File: config.mk
export PLATFORM = sky130hd
export DESIGN_NAME = query_string_splitter_flat
export DESIGN_NICKNAME = d
export VERILOG_FILES = /design/src/rtl/qss_pkg.sv /design/src/rtl/qss_if.sv /design/src/rtl/query_string_splitter.sv /design/src/flat_wrapper.sv
export VERILOG_INCLUDE_DIRS = /design/src /design/src/rtl
export SDC_FILE = /design/constraint.sdc
export NUM_CORES = 1
export LEC_CHECK = 0
export BUFFER_PORTS_ARGS = -buffer_cell sky130_fd_sc_hd__buf_2
export CORE_MARGIN = 2
export CORE_UTILIZATION = 35
export CTS_CLUSTER_DIAMETER = 150
export DETAILED_ROUTE_END_ITERATION = 10
export SLEW_MARGIN = 40
export SYNTH_ARGS = -nofsm -noshare
export SYNTH_HDL_FRONTEND = slang
export SYNTH_SLANG_ARGS = --single-unit
File: constraint.sdc
create_clock -name clk -period 12.6 [get_ports clk]
set_input_delay 1.89 -clock clk [delete_from_list [all_inputs] [get_ports clk]]
set_output_delay 1.89 -clock clk [all_outputs]
set_load 0.01 [all_outputs]
File: src/rtl/assert_macros.svh
// ----------------------------------------------------------------------------
// assert_macros.svh
// assertion helpers used by query_string_splitter
// ----------------------------------------------------------------------------
`ifndef ASSERT_MACROS_SVH
`define ASSERT_MACROS_SVH

`ifndef ASSERT_OFF

// property checked on every clock edge outside reset
`define ASSERT_CLK(lbl, prop) \
  lbl: assert property (@(posedge clk) disable iff (!rst_n) (prop)) \
    else $error("assertion failed");

// property checked on every clock edge, reset included
`define ASSERT_ALWAYS(lbl, prop) \
  lbl: assert property (@(posedge clk) (prop)) \
    else $error("assertion failed");

`else

`define ASSERT_CLK(lbl, prop)
`define ASSERT_ALWAYS(lbl, prop)

`endif

`endif

File: src/rtl/qss_pkg.sv
// ----------------------------------------------------------------------------
// qss_pkg
// types and constants of the query string splitter
// ----------------------------------------------------------------------------
package qss_pkg;

  localparam int MAX_QUERY_LEN_DEF = 4096;

  localparam logic [7:0] CH_AMP = 8'h26;
  localparam logic [7:0] CH_EQ  = 8'h3D;

  localparam int NAME_START_W  = 12;
  localparam int LEN_W         = 13;
  localparam int PAIR_COUNT_W  = 12;

  typedef enum logic [1:0] {
    KIND_PAIR  = 2'd0,
    KIND_ERROR = 2'd1,
    KIND_DONE  = 2'd2
  } kind_t;

  typedef struct packed {
    kind_t                     kind;
    logic [NAME_START_W-1:0]   name_start;
    logic [LEN_W-1:0]          name_len;
    logic [LEN_W-1:0]          value_start;
    logic [LEN_W-1:0]          value_len;
    logic                      has_value;
    logic [PAIR_COUNT_W-1:0]   pair_count;
    logic                      last;
  } res_t;

  function automatic res_t make_res(
    input kind_t                   kind,
    input logic [NAME_START_W-1:0] ns,
    input logic [LEN_W-1:0]        nl,
    input logic [LEN_W-1:0]        vs,
    input logic [LEN_W-1:0]        vl,
    input logic                    hv,
    input logic [PAIR_COUNT_W-1:0] pc
  );
    res_t r;
    r.kind        = kind;
    r.name_start  = ns;
    r.name_len    = nl;
    r.value_start = vs;
    r.value_len   = vl;
    r.has_value   = hv;
    r.pair_count  = pc;
    r.last        = 1'b0;
    return r;
  endfunction

endpackage

File: src/rtl/qss_if.sv
// ----------------------------------------------------------------------------
// qss_if
// valid/ready channels for query bytes and pair results
// ----------------------------------------------------------------------------
interface qss_in_if;
  logic       valid;
  logic       ready;
  logic [7:0] char_code;
  logic       has_char;
  logic       end_of_query;

  modport source (output valid, char_code, has_char, end_of_query, input ready);
  modport sink (input valid, char_code, has_char, end_of_query, output ready);
endinterface

interface qss_out_if;
  logic                                   valid;
  logic                                   ready;
  qss_pkg::kind_t                         kind;
  logic [qss_pkg::NAME_START_W-1:0]       name_start;
  logic [qss_pkg::LEN_W-1:0]              name_len;
  logic [qss_pkg::LEN_W-1:0]              value_start;
  logic [qss_pkg::LEN_W-1:0]              value_len;
  logic                                   has_value;
  logic [qss_pkg::PAIR_COUNT_W-1:0]       pair_count;
  logic                                   last;

  modport source (output valid, kind, name_start, name_len, value_start, value_len,
                  has_value, pair_count, last, input ready);
  modport sink (input valid, kind, name_start, name_len, value_start, value_len,
                has_value, pair_count, last, output ready);
endinterface

File: src/rtl/query_string_splitter.sv
// ----------------------------------------------------------------------------
// query_string_splitter
// splits a uri query string, one byte per item, into name/value pair results
// the first result of an item shows on out_ch in the cycle after it is taken
// throughput: one item per cycle while out_ch is ready; an item with two results holds input
// the two-entry result buffer sets the rate: input waits until it is empty or draining
// reset: synchronous active-low rst_n empties the buffer and clears the parser state
// ----------------------------------------------------------------------------
`include "assert_macros.svh"

module query_string_splitter #(
  parameter int MAX_QUERY_LEN = qss_pkg::MAX_QUERY_LEN_DEF
) (
  input  logic       clk,
  input  logic       rst_n,
  qss_in_if.sink     in_ch,
  qss_out_if.source  out_ch
);

  // offsets run from 0 up to and including MAX_QUERY_LEN
  localparam int PW = $clog2(MAX_QUERY_LEN + 1);
  localparam logic [PW-1:0] MAX_POS = PW'(MAX_QUERY_LEN);

  // parser state
  logic [PW-1:0] pos_r, pos_nxt;      // offset of the next byte
  logic [PW-1:0] seg_r, seg_nxt;      // offset where the current name begins
  logic [PW-1:0] held_r, held_nxt;    // name length while a value is open
  logic          inv_r, inv_nxt;      // a value is open
  logic [PW-1:0] pairs_r, pairs_nxt;  // pairs emitted in this query
  logic          err_r, err_nxt;      // empty-name error seen, rest ignored

  // result buffer: entry 0 is always the one on the output
  qss_pkg::res_t buf_r [2];
  qss_pkg::res_t buf_nxt [2];
  logic [1:0]    cnt_r, cnt_nxt;

  // results made by the item on the input this cycle
  qss_pkg::res_t res [2];
  logic [1:0]    k;

  logic in_fire;
  logic out_fire;

  assign out_fire    = out_ch.valid && out_ch.ready;
  // take a new item once the buffer is empty or drains this cycle
  assign in_ch.ready = (cnt_r == 2'd0) || ((cnt_r == 2'd1) && out_ch.ready);
  assign in_fire     = in_ch.valid && in_ch.ready;

  // per-item parse: byte compares against '&' and '=' and offset add/subtract arithmetic
  always_comb begin
    logic [PW-1:0] vs;
    logic          proc;
    vs        = seg_r + held_r + PW'(1);
    proc      = in_ch.has_char && !err_r && (pos_r < MAX_POS);
    pos_nxt   = pos_r;
    seg_nxt   = seg_r;
    held_nxt  = held_r;
    inv_nxt   = inv_r;
    pairs_nxt = pairs_r;
    err_nxt   = err_r;
    k         = 2'd0;
    res[0]    = '0;
    res[1]    = '0;

    if (proc) begin
      if (inv_r) begin
        // '&' closes the open value; '=' inside a value is data
        if (in_ch.char_code == qss_pkg::CH_AMP) begin
          pairs_nxt = pairs_r + PW'(1);
          res[0] = qss_pkg::make_res(qss_pkg::KIND_PAIR, 12'(seg_r), 13'(held_r),
                                     13'(vs), 13'(pos_r - vs), 1'b1, 12'(pairs_nxt));
          k        = 2'd1;
          inv_nxt  = 1'b0;
          held_nxt = '0;
          seg_nxt  = pos_r + PW'(1);
        end
      end else if (in_ch.char_code == qss_pkg::CH_AMP) begin
        // name with no value; repeated ampersand gives nothing
        if (pos_r != seg_r) begin
          pairs_nxt = pairs_r + PW'(1);
          res[0] = qss_pkg::make_res(qss_pkg::KIND_PAIR, 12'(seg_r), 13'(pos_r - seg_r),
                                     '0, '0, 1'b0, 12'(pairs_nxt));
          k = 2'd1;
        end
        seg_nxt = pos_r + PW'(1);
      end else if (in_ch.char_code == qss_pkg::CH_EQ) begin
        if (pos_r == seg_r) begin
          // empty name: report and ignore the rest of the query
          res[0] = qss_pkg::make_res(qss_pkg::KIND_ERROR, 12'(pos_r), '0, '0, '0,
                                     1'b0, 12'(pairs_r));
          k       = 2'd1;
          err_nxt = 1'b1;
        end else begin
          held_nxt = pos_r - seg_r;
          inv_nxt  = 1'b1;
        end
      end
      pos_nxt = pos_r + PW'(1);
    end

    if (in_ch.end_of_query) begin
      // a value still open at the end is a pair; it always lands in slot 0
      // the value may have been opened by this same item's byte
      if (inv_nxt && !err_nxt) begin
        vs        = seg_nxt + held_nxt + PW'(1);
        pairs_nxt = pairs_nxt + PW'(1);
        res[0] = qss_pkg::make_res(qss_pkg::KIND_PAIR, 12'(seg_nxt), 13'(held_nxt),
                                   13'(vs), 13'(pos_nxt - vs), 1'b1, 12'(pairs_nxt));
        k = 2'd1;
      end
      res[k[0]] = qss_pkg::make_res(qss_pkg::KIND_DONE, '0, '0, '0, '0, 1'b0,
                                    12'(pairs_nxt));
      k = k + 2'd1;
      // start over for the next query
      pos_nxt   = '0;
      seg_nxt   = '0;
      held_nxt  = '0;
      inv_nxt   = 1'b0;
      pairs_nxt = '0;
      err_nxt   = 1'b0;
    end

    // mark the last result of this item
    unique case (k)
      2'd1:    res[0].last = 1'b1;
      2'd2:    res[1].last = 1'b1;
      default: ;
    endcase
  end

  // result buffer load and drain
  always_comb begin
    buf_nxt[0] = buf_r[0];
    buf_nxt[1] = buf_r[1];
    cnt_nxt    = cnt_r;
    priority if (in_fire) begin
      // buffer is empty or emptying, so the new results replace it
      buf_nxt[0] = res[0];
      buf_nxt[1] = res[1];
      cnt_nxt    = k;
    end else if (out_fire) begin
      buf_nxt[0] = buf_r[1];
      cnt_nxt    = cnt_r - 2'd1;
    end
  end

  always_ff @(posedge clk) begin
    if (!rst_n) begin
      pos_r   <= '0;
      seg_r   <= '0;
      held_r  <= '0;
      inv_r   <= 1'b0;
      pairs_r <= '0;
      err_r   <= 1'b0;
      cnt_r   <= 2'd0;
    end else begin
      if (in_fire) begin
        pos_r   <= pos_nxt;
        seg_r   <= seg_nxt;
        held_r  <= held_nxt;
        inv_r   <= inv_nxt;
        pairs_r <= pairs_nxt;
        err_r   <= err_nxt;
      end
      cnt_r <= cnt_nxt;
    end
  end

  // payload needs no reset
  always_ff @(posedge clk) begin
    buf_r[0] <= buf_nxt[0];
    buf_r[1] <= buf_nxt[1];
  end

  // output drive
  assign out_ch.valid       = (cnt_r != 2'd0);
  assign out_ch.kind        = buf_r[0].kind;
  assign out_ch.name_start  = buf_r[0].name_start;
  assign out_ch.name_len    = buf_r[0].name_len;
  assign out_ch.value_start = buf_r[0].value_start;
  assign out_ch.value_len   = buf_r[0].value_len;
  assign out_ch.has_value   = buf_r[0].has_value;
  assign out_ch.pair_count  = buf_r[0].pair_count;
  assign out_ch.last        = buf_r[0].last;

  // checks
  `ASSERT_CLK(a_end_clears_state, (in_fire && in_ch.end_of_query) |=> (pos_r == '0 && pairs_r == '0 && !err_r && !inv_r))
  `ASSERT_CLK(a_two_held_order, (cnt_r == 2'd2) |-> (!buf_r[0].last && buf_r[1].last))
  `ASSERT_CLK(a_one_held_last, (cnt_r == 2'd1) |-> buf_r[0].last)
  `ASSERT_CLK(a_pos_bound, (pos_r <= MAX_POS) && (seg_r <= pos_r))
  `ASSERT_ALWAYS(a_no_overfill, (!rst_n) || (cnt_r != 2'd3))

endmodule
File: src/flat_wrapper.sv
// flat-port wrapper written by rule: the top's interface ports become plain ports
module query_string_splitter_flat 
#(
  parameter int MAX_QUERY_LEN = qss_pkg::MAX_QUERY_LEN_DEF
)
  (clk, rst_n, in_ch_valid, in_ch_char_code, in_ch_has_char, in_ch_end_of_query, in_ch_ready, out_ch_valid, out_ch_kind, out_ch_name_start, out_ch_name_len, out_ch_value_start, out_ch_value_len, out_ch_has_value, out_ch_pair_count, out_ch_last, out_ch_ready);
  qss_in_if in_ch_i ();
  qss_out_if out_ch_i ();
  input  logic clk;
  input  logic rst_n;
  input wire logic [$bits(in_ch_i.valid)-1:0] in_ch_valid;
  input wire logic [$bits(in_ch_i.char_code)-1:0] in_ch_char_code;
  input wire logic [$bits(in_ch_i.has_char)-1:0] in_ch_has_char;
  input wire logic [$bits(in_ch_i.end_of_query)-1:0] in_ch_end_of_query;
  output wire logic [$bits(in_ch_i.ready)-1:0] in_ch_ready;
  output wire logic [$bits(out_ch_i.valid)-1:0] out_ch_valid;
  output wire logic [$bits(out_ch_i.kind)-1:0] out_ch_kind;
  output wire logic [$bits(out_ch_i.name_start)-1:0] out_ch_name_start;
  output wire logic [$bits(out_ch_i.name_len)-1:0] out_ch_name_len;
  output wire logic [$bits(out_ch_i.value_start)-1:0] out_ch_value_start;
  output wire logic [$bits(out_ch_i.value_len)-1:0] out_ch_value_len;
  output wire logic [$bits(out_ch_i.has_value)-1:0] out_ch_has_value;
  output wire logic [$bits(out_ch_i.pair_count)-1:0] out_ch_pair_count;
  output wire logic [$bits(out_ch_i.last)-1:0] out_ch_last;
  input wire logic [$bits(out_ch_i.ready)-1:0] out_ch_ready;
  assign in_ch_i.valid = in_ch_valid;
  assign in_ch_i.char_code = in_ch_char_code;
  assign in_ch_i.has_char = in_ch_has_char;
  assign in_ch_i.end_of_query = in_ch_end_of_query;
  assign in_ch_ready = in_ch_i.ready;
  assign out_ch_valid = out_ch_i.valid;
  assign out_ch_kind = out_ch_i.kind;
  assign out_ch_name_start = out_ch_i.name_start;
  assign out_ch_name_len = out_ch_i.name_len;
  assign out_ch_value_start = out_ch_i.value_start;
  assign out_ch_value_len = out_ch_i.value_len;
  assign out_ch_has_value = out_ch_i.has_value;
  assign out_ch_pair_count = out_ch_i.pair_count;
  assign out_ch_last = out_ch_i.last;
  assign out_ch_i.ready = out_ch_ready;
  query_string_splitter #(.MAX_QUERY_LEN(MAX_QUERY_LEN)) u_core (.clk(clk), .rst_n(rst_n), .in_ch(in_ch_i), .out_ch(out_ch_i));
endmodule
# == Word level (Yosys, flattened, before mapping) ==
# Memory sizes are Yosys's and may differ from the RTL's.
# Cells that the tools add are included.
# word_totals
mem_bits_rw,134
inputBits,14
ff_bits,56
n_memories,1
out_inout_bits,69
word_cells,107
# classes
order_cmp,3
eq_ne,7
bitwise_logic,1
muxes,63
n_reduce_logical,13
n_addsub,12
# memory_table
memory,words,width,read_ports,rd_clocked_by_memory_dff,write_ports,line_no,rtl
u_core.buf_r,2,67,2,0,2,query_string_splitter.sv:33,qss_pkg::res_t buf_r [2];
# ops
cell,n
67-bit two-way mux,10
13-bit two-way mux,18
134-bit bitwise mux,1
134-bit two-way mux,1
65-bit two-way mux,2
67-bit demux with 1-bit select,1
66-bit two-way mux,1
13-bit by 1-bit adder with 13-bit output (second input constant),4
13-bit subtractor,3
13-bit adder,2
12-bit two-way mux,2
1-bit two-way mux,18
2-bit two-way mux,9
8-bit by 6-bit == test with 1-bit output (second input constant),2
13-bit == test,1
13-bit less-than comparator (second input constant),1
13-bit != test,1
12-bit by 1-bit adder with 12-bit output (second input constant),1
1-bit logical AND,7
2-bit by 1-bit == test with 1-bit output (second input constant),2
2-bit nonzero test,2
2-bit by 1-bit adder with 2-bit output (second input constant),1
2-bit == test (second input constant),1
2-bit greater-or-equal comparator (second input constant),1
6 further kinds,7

# == Longest topological paths before layout ==
# Gate-level depths: netlist of the first run.
# depth
depth_word,19
mapped_depth,27
depth_no_buf,25

# == Worst setup path before layout of the first run ==
# No wires, ideal clock.
# synth_path
path_type,input to register
startpoint,input in_ch_has_char
endpoint,"memory u_core.buf_r[0][26] in the netlist's numbering, data pin"
required_time_ns,12.336
stages,22
t_arrival_ns,5.812
slack_ns,6.525
setup_time_ns,0.264
cell_sequence,or3b_1 -> clkbuf_1 -> nor2_1 -> nand3_1 -> clkbuf_1 -> nand3_1 -> o21ai_1 -> ha_1 -> nor2b_1 -> o21ai_0 -> a21boi_0 -> o41ai_1 -> o21ai_0 -> nor2_1 -> xor2_1 -> ha_1 -> or3_1 -> o21ai_0 -> a21oi_1 -> xor2_1 -> xnor2_1 -> o22ai_1
# synth_rtl
item,line_no,rtl
"start, declared",flat_wrapper.sv:13,input wire logic [$bits(in_ch_i.has_char)-1:0] in_ch_has_char;
"end, declared",query_string_splitter.sv:33,

==> results.cfg, run 1 <==
[timing]
worst_pin_slew_ns = 0.836
finalSetupViolCount = 0
relSlewSlack_pct = 44.1
drv_slew = 0
final_hold_viol_count = 0
fmax_ghz = 0.143
clock_skew_ns = 0.0141
rsz0062_at_grt = false
fin_setup_tns_ns = 0
fin_crit_sh_pct = 55.5
min_period_ns = 7.00

[placed_design]
placed_cell_area_um2 = 11100
dpl.hpwl_mm = 23.6
place_congestion = 0.926
io_buffers = 82

[die]
start_util_pct = 35.5
placement_rows = 64
die_y_um = 180
coreArea_um2 = 30500
die-width_um = 180
ios = 83
die_area_um2 = 32400

[setup_path]
reg2reg_depth = 25
crit_path_max_incr_delay_ns = 0.66
crit_arrival_ns = 7.16
path_delay_family = simple AND/OR/NAND/NOR gates
ff2ff_setup_slack_ns = 6.43
rr_endpoint = u_core.buf_r[0][26]
crit_path_top_delay_cell = or3b_1
cp-start-kind = input pin
regToRegStartpoint = u_core.pos_r[0]
critical_path_class = in -> reg
crit_path_frequent_cell = o21ai_0
cp_cell_sequence = buf_2, or3b_1, nor2_1, nand3_1, nand3_1, o21ai_1, ha_1, nor2b_1, o21ai_0, a21boi_0, o41ai_1, o21ai_0, nor2_1, xor2_1, ha_1, or3_1, o21ai_0, a21oi_1, xor2_1, xnor2_1, o22ai_1
end_kind = register
crit_fanout = 15
path_buf_inv = 1
worst-endpoint-required_ns = 12.76

[power_and_ir_drop]
p_leak_uw = 0.00431
pwr-share-seq_pct = 42.7
netSwitchingFraction_pct = 29.9
combPwrFrac_pct = 15.9
switching_power_uw = 377
p_clk_share_pct = 41.4
p_int_uw = 884
pwr_density_cell_nw_per_um2 = 108
ir_drop_mv = 0.0883

[hold_path]
worstHoldStart = u_core.held_r[5]
hold_end = u_core.held_r[5]
worstHoldPathCells = 2
hold_path_class = reg -> reg

[logic_synthesis]
syn_avg_cell_area_um2 = 8.40
syn_area_um2 = 10800
synth_cells = 1289
syn-num-nets = 1376
synth.top_cell.area_share_pct = 22.5
synth_edf_count = 81
yosysWarnings = 0
yosys-top-cells-area = edfxtp_1 22%, dfxtp_1 10%, ha_1 7.9%
yosysSeqAreaShare_pct = 32.6
ys.flop_type = edfxtp_1
ys_async_sr_fraction_pct = 0
ys_types = 81
yosys_register_bits = 136
yosys.area.top_type = edfxtp_1

[final_layout]
antenna_cells = 0
drive_gt1_share_pct = 12.3
design_area_um2 = 11700
area_growth_pct = 8.04
nNetsFinal = 1360

[routing]
first_iter_violations = 1015
antenna_left = 0
via_count = 9425
avgViaCountPerCell = 5.60
drc_errors = 0
wirelength_mm = 33.4
dr.pass1.iters = 5
post_drt_wl_per_cell_um = 19.8

[global_route]
globalRouteOverflowTotal = 0
grt_pass1_wl_mm = 51.7
grt_pass1_vias = 9013
grt_usage_pct = 20.3
antenna_found_initial = 0
grt_max_degree = 55

[run_status]
run_status = finished, final reports clean

[clocking]
cts_resized = 0
clock_latency_ns = 0.43
ctsHoldBuffers = 0
cts-root-buf = clkbuf_16
htreeDepth = 4
clk_pin_slew_ns = 0.07
cts_buffer_depth = 2
cts.sinks = 136
cts_setup_buffers = 0
cts_tree = yes
cts_made_buffers = 17

[flow_run]
drv_cap = 0
## cells in the final DEF, fill, tap and decap left out, types with 6 or more instances in the layout
cell type and n:
nand2_1 117, nor2_1 107, buf_2 81, edfxtp_1 81, o21ai_0 73, a21oi_1 73
ha_1 68, a22oi_1 63, xnor2_1 61, dfxtp_1 55, nor2b_1 52, inv_1 50
nor3_1 38, xor2_1 37, nand3_1 32, o22ai_1 27, and3_1 23, and2_1 17
clkbuf_16 17, o21ai_1 14, buf_4 13, a31oi_1 11, nand2b_1 10, o21a_1 10
a21boi_0 9, a21o_1 9, or3_1 8, o41ai_1 8, nand4_1 6
## power groups by stage
stage	Clock [µW]	Combinational (µW)	Sequential, µW
final	523	201	539
after global routing	549	219	544
after CTS	530	202	540
after detailed placement	0	201	549
after global placement	0	198	549
after floorplan	0	162	549
## cells by family after synthesis
family	after synthesis	share of synthesized area, %
flip-flops	136	32.6
XOR/XNOR	98	7.92
AO/OA/AOI/OAI	356	21.5
multiplexers	5	0.474
AND/OR/NAND/NOR	435	19.8
buffers and inverters	186	8.96
adder cells (fa/ha/maj)	73	8.78
## per-layer routing
metal / routed length (µm) / part of all wire (%) / vias to the layer above / global-route usage, %
met1: 14700 / 44 / 4443 / 26.6
met2: 15500 / 46 / 374 / 33.4
li1: - / - / 4529 / -
met3: 1970 / 5.9 / 79 / 2.96
met5: 0 / 0 / - / 0
met4: 1240 / 3.7 / 0 / 8.98
## synth_stat cells, types with 3 or more instances
master and count:
nor3_1 38, nand2b_1 10, xnor2_1 61, a22o_1 4, a41oi_1 3, and3_1 23
or3_1 8, a211oi_1 5, a311oi_1 3, xor2_1 37, nand3_1 32, ha_1 68
o21ai_0 73, o22a_1 3, o21ai_1 14, buf_2 6, a21o_1 10, a32oi_1 5
nor2_1 108, buf_1 4, inv_1 52, fa_1 5, nor2b_1 52, o31ai_1 3
o21bai_1 5, mux2i_1 4, clkbuf_1 51, a21oi_1 73, dfxtp_1 55, a31oi_1 11
nand2_1 120, o41ai_1 8, a22oi_1 63, nand4_1 6, o22ai_1 27, and2_1 17
edfxtp_1 81, inv_2 3, a21boi_0 9, o211ai_1 5, buf_4 68, nor4_1 3
o21a_1 10
## state kept, by name, indices dropped and copies added (netlist names)
register	count
u_core.held_r	13
u_core.err_r	1
u_core.pairs_r	12
u_core.seg_r	13
u_core.buf_r	81
u_core.cnt_r	2
u_core.pos_r	13
u_core.inv_r	1
## metrics by stage
| stage | setup WS, ns | cells | utilization (%) | power [µW] | hold WS, ns |
|---|---|---|---|---|---|
| 3_5_place_dp | 5.30 | 1649 | 36.4 | 750 | 0.510 |
| 6_report | 5.60 | 1682 | 38.4 | 1260 | 0.513 |
| 3_3_place_gp | 5.05 | 1648 | 36.3 | 747 | 0.508 |
| 5_1_grt | 5.20 | 1682 | 38.4 | 1310 | 0.534 |
| 4_1_cts | 5.71 | 1681 | 38.3 | 1270 | 0.520 |
| 2_1_floorplan | 6.52 | 1289 | - | 711 | 0.467 |
## tightest hold or removal path, stage by stage, from the launching register on
cell and delay, ns:
dfxtp_1 0.34, nand2_1 0.06, a21boi_0 0.06
## worst max path at each step
stage | startpoint | cells after the start | end | slack (ns)
finish | in_ch_has_char | 21 | u_core.buf_r[0][26] | 5.60
global route | in_ch_has_char | 21 | u_core.buf_r[0][26] | 5.20
CTS | in_ch_has_char | 21 | u_core.buf_r[0][26] | 5.71
detailed placement | in_ch_has_char | 21 | u_core.buf_r[0][26] | 5.30
global placement | in_ch_has_char | 21 | u_core.buf_r[0][26] | 5.05
floorplan | in_ch_has_char | 22 | u_core.buf_r[0][26] | 6.52
## cell type report
class | count | area (µm²)
timing repair buffer | 95 | 518
clock buffer | 17 | 425
fill | 3081 | 18800
clock inverter | 15 | 168
sequential | 136 | 3530
multi-input combinational | 967 | 6350
tap | 396 | 495
inverter | 56 | 213
Power figures use the tool's default switching activity.
==> run 2: changes to the inputs <==
--- a/config.mk
+++ b/config.mk
@@ -6,6 +6,7 @@
 export SDC_FILE = /design/constraint.sdc
 export NUM_CORES = 1
 export LEC_CHECK = 0
+export ABC_AREA = 1
 export BUFFER_PORTS_ARGS = -buffer_cell sky130_fd_sc_hd__buf_2
 export CORE_MARGIN = 2
 export CORE_UTILIZATION = 35
==> constraint.sdc (replaced) <==
create_clock -name clk -period 6.35 [get_ports clk]
set_input_delay 0.9525 -clock clk [delete_from_list [all_inputs] [get_ports clk]]
set_output_delay 0.9525 -clock clk [all_outputs]
set_load 0.01 [all_outputs]
==> results.cfg, run 2 <==
[setup_path]
crit_arrival_ns = 5.92
end_kind = register
ff2ff_setup_slack_ns = 0.63
worst-endpoint-required_ns = 6.54
crit_fanout = 7
crit_path_max_incr_delay_ns = 0.44
crit_path_top_delay_cell = fa_1
cp-start-kind = register
path_delay_family = simple AND/OR/NAND/NOR gates
reg2reg_depth = 32
path_buf_inv = 3
regToRegStartpoint = u_core.seg_r[6]
critical_path_class = reg -> reg
crit_path_frequent_cell = nand2_1
rr_endpoint = u_core.buf_r[0][26]

[clocking]
cts_made_buffers = 17
cts-root-buf = clkbuf_16
cts.sinks = 136
htreeDepth = 4
clk_pin_slew_ns = 0.06
cts_buffer_depth = 2
cts_tree = yes
clock_latency_ns = 0.45
cts_setup_buffers = 0
ctsHoldBuffers = 0
cts_resized = 0

[power_and_ir_drop]
netSwitchingFraction_pct = 34.5
p_int_uw = 2000
pwr_density_cell_nw_per_um2 = 240
p_leak_uw = 0.00545
switching_power_uw = 1050
ir_drop_mv = 0.208
p_clk_share_pct = 33.1
pwr-share-seq_pct = 41.0
combPwrFrac_pct = 25.9

[routing]
drc_errors = 0
post_drt_wl_per_cell_um = 19.3
avgViaCountPerCell = 5.39
first_iter_violations = 1050
dr.pass1.iters = 6
antenna_left = 0
wirelength_mm = 40.5
via_count = 11300

[timing]
final_hold_viol_count = 0
min_period_ns = 5.72
fin_crit_sh_pct = 90.2
rsz0062_at_grt = false
drv_slew = 0
clock_skew_ns = 0.0156
worst_pin_slew_ns = 0.824
fin_setup_tns_ns = 0
fmax_ghz = 0.175
finalSetupViolCount = 0
relSlewSlack_pct = 45.1

[die]
placement_rows = 66
die_y_um = 187
die-width_um = 187
start_util_pct = 35.8
ios = 83
coreArea_um2 = 32700
die_area_um2 = 34900

[final_layout]
register_area_um2 = 3530
multi_input_area_um2 = 6700
antenna_cells = 0
final_common_cell = nand2_1
drive_gt1_share_pct = 13.8
final_cell_mix = 431 x nand2_1, 171 x inv_1, 148 x a21oi_1
regMostFlops = u_core.buf_r
area_growth_pct = 8.60
layout.cells.non_filler = 2097
nFillCells = 3493
nNetsFinal = 1729
largest_reg_flops = 81

[global_route]
grt_pass1_wl_mm = 62.9
grt_max_degree = 72
grt_pass1_vias = 10800
grt_usage_pct = 23.2
antenna_found_initial = 0
globalRouteOverflowTotal = 0

[logic_synthesis]
yosys.area.top_type = edfxtp_1
ys_types = 62
synth_edf_count = 81
yosysWarnings = 0
yosys-top-cells-area = edfxtp_1 21%, nand2_1 14%, dfxtp_1 9.4%
syn_avg_cell_area_um2 = 7.15
synth_cells = 1635
synth_commonest_cells = 433 x nand2_1, 172 x inv_1, 148 x a21oi_1
ys.flop_type = edfxtp_1
synth.top_cell.area_share_pct = 20.8
ys_async_sr_fraction_pct = 0
yosysSeqAreaShare_pct = 30.2
syn-num-nets = 1722
yosys_register_bits = 136
yosysMostFrequentCell = nand2_1
syn_area_um2 = 11700

[hold_path]
worstHoldPathCells = 2
worstHoldStart = u_core.seg_r[2]
hold_path_class = reg -> reg
hold_end = u_core.seg_r[2]

[flow_run]
drv_cap = 0

[placed_design]
place_congestion = 0.979
placedCellCount = 2065
io_buffers = 82
dpl.hpwl_mm = 30.4

[run_status]
run_status = finished, final reports clean
## run 2: final cells by class
class                           instances  area share (%)
Multi-Input combinational cell       1187            52.8
Clock inverter                         15            1.18
Sequential cell                       136            27.8
Clock buffer                           17            3.35
Tap cell                              442            4.36
Inverter                              194            5.80
Timing Repair Buffer                  106            4.68
## run 2: cell families after synthesis
logic type                 Yosys count  share of synthesized area, %
DFF                                136                          30.2
and+or+nand+nor                    714                          28.0
AOI/OAI and AO/OA                  352                          17.3
adders and majority gates           73                          8.13
xor gates and xnor gates            48                          3.60
buffers and inverters              312                          12.7
## run 2: worst reg2reg max path: cells and delay by family, from the launching register on
| kind | cells | cell delay (ns) |
|---|---|---|
| DFF | 1 | 0.43 |
| adders and majority gates | 4 | 1.38 |
| AOI/OAI and AO/OA | 8 | 1.38 |
| and+or+nand+nor | 16 | 1.74 |
| buffers and inverters | 3 | 0.30 |
| xor gates and xnor gates | 1 | 0.25 |
## run 2: worst max-delay path by stage
| stage | start | to | slack, ns | depth (start not counted) |
|---|---|---|---|---|
| floorplan | in_ch_char_code[6] | u_core.buf_r[0][26] | 1.19 | 32 |
| global placement | in_ch_char_code[6] | u_core.buf_r[0][26] | 0.65 | 29 |
| detailed placement | in_ch_char_code[7] | u_core.buf_r[0][26] | 0.54 | 29 |
| CTS | u_core.pos_r[0] | u_core.buf_r[0][26] | 0.76 | 30 |
| global route | u_core.seg_r[7] | u_core.buf_r[0][26] | 0.20 | 32 |
| finish | u_core.seg_r[6] | u_core.buf_r[0][26] | 0.63 | 32 |
## run 2: routing by layer
metal	vias up	wire [µm]	GRT usage [%]
met5	-	0	0
met4	0	1320	9.46
met3	87	3400	4.50
met2	495	17500	35.7
met1	5272	18300	31.9
li1	5446	-	-
## run 2: power by group through the flow
stage / combinational, µW / clock, µW / sequential (µW)
after floorplan: 657 / 0 / 1270
after global placement: 783 / 0 / 1270
after detailed placement: 792 / 0 / 1270
after CTS: 795 / 1030 / 1250
after global routing: 865 / 1050 / 1270
final: 789 / 1010 / 1250
## run 2: stage by stage
stage                     power (µW)  worst slack, ns  util (%)  cell area (µm²)  hold slack, ns
final                           3050            0.625      38.8            12700           0.488
after global routing            3190            0.197      38.8            12700           0.505
after CTS                       3080            0.758      38.8            12700           0.492
after detailed placement        2060            0.545      37.1            12100           0.482
after global placement          2050            0.653      37.0            12100           0.475
after floorplan                 1920             1.19         -            11700           0.462
